`config.mk`:
```
export PLATFORM = sky130hd
export DESIGN_NAME = http_request_completeness_check_unit
export DESIGN_NICKNAME = d
export VERILOG_FILES = /design/src/hrcc_pkg.sv /design/src/hrcc_line_parser.sv /design/src/http_request_completeness_check_unit.sv
export SDC_FILE = /design/constraint.sdc
export NUM_CORES = 1
export LEC_CHECK = 0
export ABC_AREA = 1
export BUFFER_PORTS_ARGS = -buffer_cell sky130_fd_sc_hd__clkbuf_2
export CAP_MARGIN = 10
export CORE_UTILIZATION = 48
export DETAILED_ROUTE_END_ITERATION = 10
export PLACE_DENSITY = 0.66
export SYNTH_ARGS = -nofsm -noshare
export SYNTH_HDL_FRONTEND = slang
export SYNTH_SLANG_ARGS = --single-unit
```
`constraint.sdc`:
```
create_clock -name i_clk -period 10.8 [get_ports i_clk]
set_input_delay 1.62 -clock i_clk [delete_from_list [all_inputs] [get_ports i_clk]]
set_output_delay 1.62 -clock i_clk [all_outputs]
set_load 0.01 [all_outputs]
```
`src/hrcc_pkg.sv`:
```
`timescale 1ns / 1ps
// Shared types, constants and key table for the HTTP request completeness check.
// No dependencies; used by hrcc_line_parser and http_request_completeness_check_unit.
package hrcc_pkg;

    localparam int LENGTH_BITS_DEF = 32;
    localparam int KEY_LEN         = 14;
    localparam int KEY_POS_BITS    = 4;
    localparam int TERM_BITS       = 3;

    localparam logic [TERM_BITS-1:0] TERM_IDLE = 3'd0;
    localparam logic [TERM_BITS-1:0] TERM_CR1  = 3'd1;
    localparam logic [TERM_BITS-1:0] TERM_LF1  = 3'd2;
    localparam logic [TERM_BITS-1:0] TERM_CR2  = 3'd3;
    localparam logic [TERM_BITS-1:0] TERM_DONE = 3'd4;

    localparam logic [7:0] CH_HT    = 8'h09;
    localparam logic [7:0] CH_LF    = 8'h0A;
    localparam logic [7:0] CH_VT    = 8'h0B;
    localparam logic [7:0] CH_FF    = 8'h0C;
    localparam logic [7:0] CH_CR    = 8'h0D;
    localparam logic [7:0] CH_SP    = 8'h20;
    localparam logic [7:0] CH_PLUS  = 8'h2B;
    localparam logic [7:0] CH_MINUS = 8'h2D;
    localparam logic [7:0] CH_ZERO  = 8'h30;
    localparam logic [7:0] CH_NINE  = 8'h39;
    localparam logic [7:0] CH_COLON = 8'h3A;

    localparam logic [31:0] MAX32 = 32'hFFFF_FFFF;

    typedef enum logic [2:0] {
        PH_REQ   = 3'd0,
        PH_KEY   = 3'd1,
        PH_SKIP  = 3'd2,
        PH_VLEAD = 3'd3,
        PH_VDIG  = 3'd4,
        PH_VDONE = 3'd5
    } t_line_phase;

    typedef struct packed {
        logic step;   // header byte to parse
        logic clear;  // last byte of buffer: back to reset state
    } t_parse_ctl;

    // "Content-Length"
    function automatic logic [7:0] key_char(input logic [KEY_POS_BITS-1:0] pos);
        logic [7:0] ch;
        unique case (pos)
            4'd0:    ch = 8'h43;
            4'd1:    ch = 8'h6F;
            4'd2:    ch = 8'h6E;
            4'd3:    ch = 8'h74;
            4'd4:    ch = 8'h65;
            4'd5:    ch = 8'h6E;
            4'd6:    ch = 8'h74;
            4'd7:    ch = 8'h2D;
            4'd8:    ch = 8'h4C;
            4'd9:    ch = 8'h65;
            4'd10:   ch = 8'h6E;
            4'd11:   ch = 8'h67;
            4'd12:   ch = 8'h74;
            4'd13:   ch = 8'h68;
            default: ch = 8'h00;
        endcase
        return ch;
    endfunction

endpackage

```
`src/hrcc_line_parser.sv`:
```
`timescale 1ns / 1ps
// Header line parser: key match against Content-Length and decimal value read.
// Depends on hrcc_pkg. Gives the length as it stands after the current byte.
module hrcc_line_parser
    import hrcc_pkg::*;
#(
    parameter int LENGTH_BITS = LENGTH_BITS_DEF
) (
    input  logic                   i_clk,
    input  logic                   i_rst_n,
    input  t_parse_ctl             i_ctl,
    input  logic [7:0]             i_byte,
    output logic [LENGTH_BITS-1:0] o_len,
    output logic                   o_len_sat
);

    localparam int KPB = KEY_POS_BITS;
    localparam logic [KPB-1:0] KEY_END = KPB'(KEY_LEN);

    t_line_phase            r_phase, n_phase;
    logic [KPB-1:0]         r_key_pos, n_key_pos;
    logic [LENGTH_BITS-1:0] r_acc, n_acc;
    logic                   r_neg, n_neg;
    logic                   r_ovf, n_ovf;
    logic [LENGTH_BITS-1:0] r_len, n_len;
    logic                   r_sat, n_sat;

    logic                   w_is_lf, w_blank, w_vblank, w_digit_ch, w_key_hit;
    logic [LENGTH_BITS+3:0] w_acc_ext, w_sum;
    logic                   w_sum_ovf;

    assign w_is_lf    = (i_byte == CH_LF);
    assign w_blank    = (i_byte == CH_SP) || (i_byte == CH_HT);
    assign w_vblank   = w_blank || (i_byte == CH_CR) || (i_byte == CH_VT) || (i_byte == CH_FF);
    assign w_digit_ch = (i_byte >= CH_ZERO) && (i_byte <= CH_NINE);
    assign w_key_hit  = (r_key_pos < KEY_END) && (i_byte == key_char(r_key_pos));

    // acc * 10 + digit, overflow when anything lands above the value width
    assign w_acc_ext = {4'd0, r_acc};
    assign w_sum     = (w_acc_ext << 3) + (w_acc_ext << 1)
                     + {{LENGTH_BITS{1'b0}}, i_byte[3:0]};
    assign w_sum_ovf = (w_sum[LENGTH_BITS+3:LENGTH_BITS] != 4'd0);

    // next phase
    always_comb begin
        n_phase = r_phase;
        if (w_is_lf) begin
            n_phase = PH_KEY;
        end else begin
            unique case (r_phase)
                PH_KEY: begin
                    priority if (i_byte == CH_COLON) begin
                        n_phase = (r_key_pos == KEY_END) ? PH_VLEAD : PH_SKIP;
                    end else if (r_key_pos == '0 && w_blank) begin
                        n_phase = PH_KEY;
                    end else if (r_key_pos == KEY_END && (w_blank || i_byte == CH_CR)) begin
                        n_phase = PH_KEY;
                    end else if (w_key_hit) begin
                        n_phase = PH_KEY;
                    end else begin
                        n_phase = PH_SKIP;
                    end
                end
                PH_VLEAD: begin
                    priority if (w_vblank) begin
                        n_phase = PH_VLEAD;
                    end else if (i_byte == CH_PLUS || i_byte == CH_MINUS || w_digit_ch) begin
                        n_phase = PH_VDIG;
                    end else begin
                        n_phase = PH_VDONE;
                    end
                end
                PH_VDIG: begin
                    n_phase = w_digit_ch ? PH_VDIG : PH_VDONE;
                end
                default: n_phase = r_phase;
            endcase
        end
    end

    // key position, value and committed length
    always_comb begin
        n_key_pos = r_key_pos;
        n_acc     = r_acc;
        n_neg     = r_neg;
        n_ovf     = r_ovf;
        n_len     = r_len;
        n_sat     = r_sat;
        if (w_is_lf) begin
            if (r_phase == PH_VLEAD || r_phase == PH_VDIG || r_phase == PH_VDONE) begin
                if (r_ovf || (r_neg && r_acc != '0)) begin
                    n_len = '1;
                    n_sat = 1'b1;
                end else begin
                    n_len = r_acc;
                    n_sat = 1'b0;
                end
            end
            n_key_pos = '0;
            n_acc     = '0;
            n_neg     = 1'b0;
            n_ovf     = 1'b0;
        end else begin
            if (r_phase == PH_KEY && i_byte != CH_COLON && !(r_key_pos == '0 && w_blank)
                    && w_key_hit) begin
                n_key_pos = r_key_pos + 1'b1;
            end
            if (r_phase == PH_VLEAD && !w_vblank && i_byte == CH_MINUS) begin
                n_neg = 1'b1;
            end
            if ((r_phase == PH_VLEAD || r_phase == PH_VDIG) && w_digit_ch && !r_ovf) begin
                if (w_sum_ovf) begin
                    n_ovf = 1'b1;
                    n_acc = '1;
                end else begin
                    n_acc = w_sum[LENGTH_BITS-1:0];
                end
            end
        end
    end

    always_ff @(posedge i_clk) begin
        if (!i_rst_n || i_ctl.clear) begin
            r_phase   <= PH_REQ;
            r_key_pos <= '0;
            r_acc     <= '0;
            r_neg     <= 1'b0;
            r_ovf     <= 1'b0;
            r_len     <= '0;
            r_sat     <= 1'b0;
        end else if (i_ctl.step) begin
            r_phase   <= n_phase;
            r_key_pos <= n_key_pos;
            r_acc     <= n_acc;
            r_neg     <= n_neg;
            r_ovf     <= n_ovf;
            r_len     <= n_len;
            r_sat     <= n_sat;
        end
    end

    assign o_len     = i_ctl.step ? n_len : r_len;
    assign o_len_sat = i_ctl.step ? n_sat : r_sat;

    as_key_pos_range : assert property (@(posedge i_clk) disable iff (!i_rst_n)
        r_key_pos <= KEY_END)
        else $error("key position beyond key length");
    as_sat_all_ones : assert property (@(posedge i_clk) disable iff (!i_rst_n)
        r_sat |-> (r_len == '1))
        else $error("saturated length not all ones");
    as_ovf_all_ones : assert property (@(posedge i_clk) disable iff (!i_rst_n)
        r_ovf |-> (r_acc == '1))
        else $error("overflowed value not all ones");

endmodule

```
`src/http_request_completeness_check_unit.sv`:
```
`timescale 1ns / 1ps
// Top level of the HTTP request completeness check: item registers, terminator
// search, byte counters and result register. Depends on hrcc_pkg, hrcc_line_parser.
//
//  channel | valid      | stall       | payload
//  --------+------------+-------------+--------------------------------------------
//  in      | i_in_valid | o_in_stall  | i_data_byte, i_end_of_buffer
//  out     | o_out_valid| i_out_stall | o_request_complete, o_terminator_found,
//          |            |             | o_header_bytes, o_declared_length,
//          |            |             | o_body_bytes, o_length_saturated
//
// One item per cycle unless a held result stalls the pipe; a buffer's last item passes
// the input register and then the result register, where its result holds while stalled.
// The input register feeds one pass of parser and counter logic into the result register.
// Reset is synchronous and clears all control state; no clearing pass.
// A stalled result holds and stops the input register only when it is also full.
module http_request_completeness_check_unit
    import hrcc_pkg::*;
#(
    parameter int LENGTH_BITS = LENGTH_BITS_DEF
) (
    input  logic        i_clk,
    input  logic        i_rst_n,
    input  logic        i_in_valid,
    output logic        o_in_stall,
    input  logic [7:0]  i_data_byte,
    input  logic        i_end_of_buffer,
    output logic        o_out_valid,
    input  logic        i_out_stall,
    output logic        o_request_complete,
    output logic        o_terminator_found,
    output logic [31:0] o_header_bytes,
    output logic [31:0] o_declared_length,
    output logic [31:0] o_body_bytes,
    output logic        o_length_saturated
);

    localparam int CW = (LENGTH_BITS > 32) ? LENGTH_BITS : 32;

    logic                   r_in_valid, r_in_last;
    logic [7:0]             r_in_byte;
    logic                   r_out_valid;
    logic                   r_complete, r_term, r_sat;
    logic [31:0]            r_head_bytes, r_decl, r_body_bytes;

    logic [TERM_BITS-1:0]   r_term_prog, n_term_prog;
    logic                   r_done, n_done;
    logic [31:0]            r_head_cnt, n_head_cnt;
    logic [31:0]            r_body_cnt, n_body_cnt;

    logic                   w_adv, w_go;
    t_parse_ctl             w_ctl;
    logic [LENGTH_BITS-1:0] w_len;
    logic                   w_len_sat;
    logic [CW-1:0]          w_len_ext, w_body_ext;

    assign w_adv      = !r_out_valid || !i_out_stall;
    assign w_go       = r_in_valid && w_adv;
    assign o_in_stall = r_in_valid && !w_adv;

    assign w_ctl.step  = w_go && !r_done;
    assign w_ctl.clear = w_go && r_in_last;

    hrcc_line_parser #(
        .LENGTH_BITS (LENGTH_BITS)
    ) u_line_parser (
        .i_clk     (i_clk),
        .i_rst_n   (i_rst_n),
        .i_ctl     (w_ctl),
        .i_byte    (r_in_byte),
        .o_len     (w_len),
        .o_len_sat (w_len_sat)
    );

    // terminator search and counters
    always_comb begin
        n_term_prog = r_term_prog;
        n_done      = r_done;
        n_head_cnt  = r_head_cnt;
        n_body_cnt  = r_body_cnt;
        if (!r_done) begin
            n_head_cnt = (r_head_cnt == MAX32) ? r_head_cnt : r_head_cnt + 32'd1;
            priority if (r_in_byte == CH_CR) begin
                n_term_prog = (r_term_prog == TERM_LF1) ? TERM_CR2 : TERM_CR1;
            end else if (r_in_byte == CH_LF && r_term_prog == TERM_CR1) begin
                n_term_prog = TERM_LF1;
            end else if (r_in_byte == CH_LF && r_term_prog == TERM_CR2) begin
                n_term_prog = TERM_DONE;
            end else begin
                n_term_prog = TERM_IDLE;
            end
            n_done = (n_term_prog == TERM_DONE);
        end else begin
            n_body_cnt = (r_body_cnt == MAX32) ? r_body_cnt : r_body_cnt + 32'd1;
        end
    end

    assign w_len_ext  = CW'(w_len);
    assign w_body_ext = CW'(n_body_cnt);

    always_ff @(posedge i_clk) begin
        if (!i_rst_n) begin
            r_in_valid <= 1'b0;
        end else if (!o_in_stall) begin
            r_in_valid <= i_in_valid;
        end
        if (i_in_valid && !o_in_stall) begin
            r_in_byte <= i_data_byte;
            r_in_last <= i_end_of_buffer;
        end
    end

    always_ff @(posedge i_clk) begin
        if (!i_rst_n) begin
            r_term_prog <= TERM_IDLE;
            r_done      <= 1'b0;
            r_head_cnt  <= '0;
            r_body_cnt  <= '0;
        end else if (w_go) begin
            if (r_in_last) begin
                r_term_prog <= TERM_IDLE;
                r_done      <= 1'b0;
                r_head_cnt  <= '0;
                r_body_cnt  <= '0;
            end else begin
                r_term_prog <= n_term_prog;
                r_done      <= n_done;
                r_head_cnt  <= n_head_cnt;
                r_body_cnt  <= n_body_cnt;
            end
        end
    end

    always_ff @(posedge i_clk) begin
        if (!i_rst_n) begin
            r_out_valid <= 1'b0;
        end else if (w_adv) begin
            r_out_valid <= w_go && r_in_last;
        end
        if (w_go && r_in_last) begin
            if (n_done) begin
                r_complete   <= !w_len_sat && (w_body_ext >= w_len_ext);
                r_term       <= 1'b1;
                r_head_bytes <= n_head_cnt;
                r_decl       <= (w_len_ext > CW'(MAX32)) ? MAX32 : w_len_ext[31:0];
                r_body_bytes <= n_body_cnt;
                r_sat        <= w_len_sat;
            end else begin
                r_complete   <= 1'b0;
                r_term       <= 1'b0;
                r_head_bytes <= '0;
                r_decl       <= '0;
                r_body_bytes <= '0;
                r_sat        <= 1'b0;
            end
        end
    end

    assign o_out_valid        = r_out_valid;
    assign o_request_complete = r_complete;
    assign o_terminator_found = r_term;
    assign o_header_bytes     = r_head_bytes;
    assign o_declared_length  = r_decl;
    assign o_body_bytes       = r_body_bytes;
    assign o_length_saturated = r_sat;

    as_done_prog : assert property (@(posedge i_clk) disable iff (!i_rst_n)
        r_done |-> (r_term_prog == TERM_DONE))
        else $error("header done without full terminator");
    as_no_body_before_done : assert property (@(posedge i_clk) disable iff (!i_rst_n)
        !r_done |-> (r_body_cnt == '0))
        else $error("body counted before terminator");
    as_no_term_result : assert property (@(posedge i_clk) disable iff (!i_rst_n)
        (r_out_valid && !r_term) |->
            (!r_complete && r_head_bytes == '0 && r_decl == '0 && !r_sat))
        else $error("result fields set without terminator");
    as_sat_incomplete : assert property (@(posedge i_clk) disable iff (!i_rst_n)
        (r_out_valid && r_sat) |-> !r_complete)
        else $error("saturated length reported complete");
    as_stall_full : assert property (@(posedge i_clk) disable iff (!i_rst_n)
        o_in_stall |-> (r_in_valid && r_out_valid))
        else $error("input stalled with room ahead");

endmodule

```
==> results.ini, run 1 <==
[layout]
nNetsFinal=2480
drive_above_1_share_pct=12.0
layout_commonest_cell=nand2_1
mostFrequentLayoutCells=632 x nand2_1, 256 x inv_1, 247 x nor2_1, 173 x nand3_1, 151 x dfxtp_1
antennaDiodeCount=0
post-route-util_pct=54.4
area.growth.synth_to_final_pct=11.2

[cts]
cts_tree=yes
clock_latency_ns=0.54
clk_pin_slew_ns=0.06
root_buffer=clkbuf_16
cts_buffers=28
cts_buffer_depth=3
post_cts_buffers=0
cts_hold_buf=0
htreeDepth=1
clock_sinks=259
cts_resized=0

[timing]
tightestPinTransition_ns=1.05
setup_viol_count_final=0
maxSlewViolCount=0
finalCritPeriodShare_pct=45.5
fmax_ghz=0.203
finalCriticalPeriod_ns=4.92
skew_ns=0.00966
relSlewSlack_pct=30.0
finalHoldViolations=0
setup-tns-final_ns=0
rsz0062_at_grt=false
whs_ns=0.457

[critical_path]
critical_path_class=in -> reg
cp_slowest_cell=nor2_8
worstPathArrival_ns=5.18
rr_worst_depth=22
path_cells=clkbuf_2 -> nand2_1 -> nand2_2 -> buf_4 -> nor2_4 -> inv_1 -> nor2_4 -> inv_4 -> nor2_8 -> inv_2 -> nor2_1 -> nand2_1 -> o21ai_2 -> ha_1 -> a21oi_1 -> o21ai_0 -> a21o_1 -> nand2_1 -> nand2_1 -> nand3_1 -> o211ai_1 -> nand2_1 -> nor2_1
critical_path_buf_inv_count=5
start_kind=primary input
cp.required_ns=11.06
cp.depth=23
cpPeakStageDelay_ns=0.55
crit_path_frequent_cell=nand2_1
cpLargestDelayFamily=simple AND/OR/NAND/NOR gates
cp-end-kind=register
crit_fanout=68

[hold_path]
min_path_cells=2
hp-class=reg -> reg

[global_routing]
grt_use_total_pct=24.2
antenna_found_initial=0
grt_pass1_vias=13603
grt_start_max_net_pins=99
overflow=0
grt_first_pass_wirelength_mm=69.8

[synthesis]
async_flop_share_pct=0
syn_area_um2=16500
synth.net_count=2400
yosysUniqueCellTypes=57
netlist_instances=2279
synthFlopType=dfxtp_1
ys_ff_latch=259
seq_area_frac_synth_pct=38.1
synth_edf_count=108
synth_warnings=0
syn_area_per_cell_um2=7.22

[floorplan]
core_area_um2=33600
die-area_um2=35000
start_util_pct=48.9
num_io_pins=114
rows=67
die_h_um=187
die_w_um=187

[pwr]
p_per_area_nw_per_um2=114
power.leakage_nw=8.52
switchingPower_w=0.000439
p_total_w=0.00208
pwr-share-clk_pct=47.9
p_int_w=0.00164
ir_worst_vdd_mv=0.110
pwr-share-comb_pct=2.5
p_seq_share_pct=49.6
sw_frac_of_total_pct=21.1

[detailed_routing]
drtIter0Drc=1208
wl_per_cell_um=15.2
drc=0
drt-total-wl_mm=43.0
dr.pass1.iters=6
vias_per_cell=5.21
vias=14730
ant_nets=0

[place]
gp_congestion=0.942
dpl.hpwl_mm=31.7
io_buffers=113

[flow_run]
cap_violations=0

[run_status]
run_status=complete, no violations

-- path summary, 6_finish.rpt --
kind              slack, ns                   to           startpoint
setup / recovery       5.88   o_request_complete          i_out_stall
hold / removal         0.46  u_line_parser.r_neg  u_line_parser.r_neg
hold reg to reg        0.46  u_line_parser.r_neg  u_line_parser.r_neg
setup reg to reg       6.72   o_request_complete          o_out_valid
-- worst min-delay path: cells and delay by family, from the launching register on --
kind                   cells  cell delay (ns)
DFF                        1             0.30
buffers and inverters      1             0.06
AOI/OAI and AO/OA          1             0.06
-- synth_stat cells (10+ instances only) --
cell type	instances	area share, %
nor4_1	10	0.38
inv_1	257	5.9
edfxtp_1	108	20
nor2_1	250	5.7
xor2_1	49	2.6
buf_2	10	0.30
o21ai_1	21	0.64
ha_1	106	8.1
clkbuf_1	45	1.0
a21oi_1	148	4.5
o21ai_0	49	1.5
nand2_1	634	14
nor3_1	41	1.2
nand4_1	34	1.3
or2_2	10	0.38
inv_2	37	0.84
xnor2_1	24	1.3
nand3_2	11	0.67
nand3b_1	11	0.50
dfxtp_1	151	18
nand3_1	173	5.3
-- through the flow --
| step | std cells | instance area [um2] | setup slack, ns |
|---|---|---|---|
| 2_1_floorplan | 2279 | 16500 | 3.18 |
| 3_3_place_gp | 2777 | 17300 | 5.46 |
| 3_5_place_dp | 2777 | 17300 | 5.36 |
| 4_1_cts | 2829 | 18300 | 5.92 |
| 5_1_grt | 2829 | 18300 | 5.53 |
| 6_report | 2829 | 18300 | 5.88 |
-- cell families after synthesis --
kind of cell    synth area share (%)
compound gates                  8.26
xor+xnor                        4.08
fa+ha+maj                       8.30
buf+inv                         8.91
flops                           38.1
simple gates                    32.4
-- layer usage --
metal | GRT usage, % | vias up | part of all wire, %
li1 | - | 7533 | -
met1 | 34.1 | 6719 | 48
met2 | 39.6 | 413 | 45
met3 | 2.44 | 65 | 5.0
met4 | 6.05 | 0 | 2.3
met5 | 0 | - | 0
-- flip-flops by register name, indices dropped and copies added (netlist names), 3 cells and up, named ones only --
name                     count
o_body_bytes                32
o_declared_length           32
o_header_bytes              32
r_body_cnt                  32
r_head_cnt                  32
u_line_parser.r_acc         32
u_line_parser.r_len         32
r_in_byte                    8
u_line_parser.r_key_pos      4
r_term_prog                  3
u_line_parser.r_phase        3
-- power groups by stage --
stage | registers, W | logic [W] | clock network (W)
2_1_floorplan | 0.00106 | 0.0000294 | 0
3_3_place_gp | 0.00105 | 0.0000512 | 0
3_5_place_dp | 0.00105 | 0.0000519 | 0
4_1_cts | 0.00103 | 0.0000521 | 0.00101
5_1_grt | 0.00103 | 0.0000567 | 0.00104
6_report | 0.00103 | 0.0000516 | 0.000995
-- cell type report --
| type | instances | area, um2 |
|---|---|---|
| fillers | 3392 | 15300 |
| repair buffers | 125 | 656 |
| clock inverters | 12 | 164 |
| well taps | 448 | 561 |
| flip-flops and latches | 259 | 6270 |
| inverters | 296 | 1110 |
| multi-input cells | 1649 | 8740 |
| clock buffers | 40 | 787 |
(Power assumes the default switching activity.)
==> inputs of run 2 (changes only) <==
--- a/config.mk
+++ b/config.mk
@@ -10,7 +10,7 @@
 export CAP_MARGIN = 10
 export CORE_UTILIZATION = 48
 export DETAILED_ROUTE_END_ITERATION = 10
-export PLACE_DENSITY = 0.66
+export PLACE_DENSITY = 0.68
 export SYNTH_ARGS = -nofsm -noshare
 export SYNTH_HDL_FRONTEND = slang
 export SYNTH_SLANG_ARGS = --single-unit
==> constraint.sdc (replaced) <==
create_clock -name i_clk -period 4.07 [get_ports i_clk]
set_input_delay 0.6105 -clock i_clk [delete_from_list [all_inputs] [get_ports i_clk]]
set_output_delay 0.6105 -clock i_clk [all_outputs]
set_load 0.01 [all_outputs]
==> results.ini, run 2 (synthesis results as in run 1) <==
[critical_path]
crit_path_frequent_cell=nand2_1
reg2reg_slack_ns=0.45
crit_start=r_body_cnt[0]
critical_path_class=reg -> reg
cp-end-kind=register
worstPathArrival_ns=3.99
crit_fanout=6
cpPeakStageDelay_ns=0.48
start_kind=register
timing.rr.end=o_request_complete
rr_worst_depth=21
cp.required_ns=4.44
path_cells=ha_1 -> nand2_1 -> nor3_2 -> inv_2 -> nor2_2 -> nand2_1 -> nor2_2 -> nand3_1 -> nor2_1 -> nand2_1 -> nand2_1 -> inv_1 -> ha_1 -> nand2_1 -> inv_1 -> nand3_1 -> nor3_1 -> nand2_1 -> o211ai_1 -> nand2_1 -> nor2_1
cp_slowest_cell=dfxtp_1
r2r_start=r_body_cnt[0]

[pwr]
p_seq_share_pct=51.6
pwr-share-comb_pct=2.6
p_per_area_nw_per_um2=290
sw_frac_of_total_pct=21.8
p_total_w=0.00530
ir_worst_vdd_mv=0.323
switchingPower_w=0.00115
pwr-share-clk_pct=45.8
power.leakage_nw=8.51
p_int_w=0.00415

[cts]
clock_latency_ns=0.56
cts_hold_buf=0
cts_resized=0
cts_buffers=28
post_cts_buffers=0
cts_buffer_depth=3
htreeDepth=1
root_buffer=clkbuf_16
clock_sinks=259
cts_tree=yes
clk_pin_slew_ns=0.06

[floorplan]
die_w_um=187
rows=67
num_io_pins=114
core_area_um2=33600
die_h_um=187
die-area_um2=35000
start_util_pct=48.9

[detailed_routing]
vias=14881
drtIter0Drc=1144
drt-total-wl_mm=43.3
vias_per_cell=5.25
dr.pass1.iters=5
wl_per_cell_um=15.3
ant_nets=0
drc=0

[layout]
stdcell_count=2835
area.growth.synth_to_final_pct=11.2
drive_above_1_share_pct=12.1
antennaDiodeCount=0
mostFrequentLayoutCells=632 x nand2_1, 256 x inv_1, 246 x nor2_1, 173 x nand3_1, 151 x dfxtp_1
nNetsFinal=2486
n_fill_cell=3221
layout_commonest_cell=nand2_1

[global_routing]
antenna_found_initial=0
overflow=0
grt_start_max_net_pins=69
grt_pass1_vias=13823
grt_first_pass_wirelength_mm=71.0
grt_use_total_pct=24.5

[flow_run]
cap_violations=0

[timing]
maxSlewViolCount=0
fmax_ghz=0.276
finalCriticalPeriod_ns=3.62
setup_viol_count_final=0
setup-tns-final_ns=0
finalHoldViolations=0
tightestPinTransition_ns=0.904
finalCritPeriodShare_pct=89.0
rsz0062_at_grt=false
skew_ns=0.0252
relSlewSlack_pct=39.6

[place]
io_buffers=113
gp_congestion=0.944
dpl.hpwl_mm=32.6
numPlacedInstances=2783

[hold_path]
hp-class=in -> reg
worst_hold_startpoint=i_data_byte[1]
min_path_cells=1
min_to=r_in_byte[1]

[run_status]
run_status=complete, no violations

## run 2: stage by stage
stage	util, %	area (um2)	setup WS [ns]	hold slack [ns]
floorplan	-	16500	0.303	0.433
CTS	54.4	18300	0.471	0.218
finish	54.4	18300	0.449	0.233
global route	54.4	18300	0.0710	0.217
detailed placement	51.8	17400	0.534	0.465
global placement	51.8	17400	0.637	0.450
## run 2: layout make-up
class | count | area [um2] | area share, %
multi-input cells | 1649 | 8740 | 47.8
inverters | 296 | 1110 | 6.09
clock buffers | 40 | 776 | 4.24
well taps | 448 | 561 | 3.06
repair buffers | 131 | 726 | 3.97
flip-flops and latches | 259 | 6270 | 34.3
clock inverters | 12 | 106 | 0.581
## run 2: how the worst max path moves through the flow
stage,to,cells after the start
CTS,o_request_complete,21
global route,o_request_complete,21
floorplan,register,12
detailed placement,o_request_complete,21
finish,o_request_complete,21
global placement,o_request_complete,21
## run 2: critical path, delay by kind of cell (launching register included)
family          cells  cell delay [ns]
compound gates      1             0.20
fa+ha+maj           2             0.59
buf+inv             3             0.21
flops               1             0.48
simple gates       15             1.97
## run 2: power by group through the flow
stage,logic [W],clock network [W],registers (W)
after global routing,0.000154,0.00255,0.00274
after floorplan,0.0000787,0,0.00280
final,0.000139,0.00243,0.00273
after detailed placement,0.000141,0,0.00279
after global placement,0.000139,0,0.00279
after CTS,0.000141,0.00247,0.00273
## run 2: metal layers
layer | track usage (%) | share of wire (%) | vias up
li1 | - | - | 7565
met1 | 34.7 | 47 | 6845
met2 | 40.7 | 46 | 420
met3 | 2.55 | 5.4 | 51
met4 | 4.63 | 1.8 | 0
met5 | 0 | 0 | -
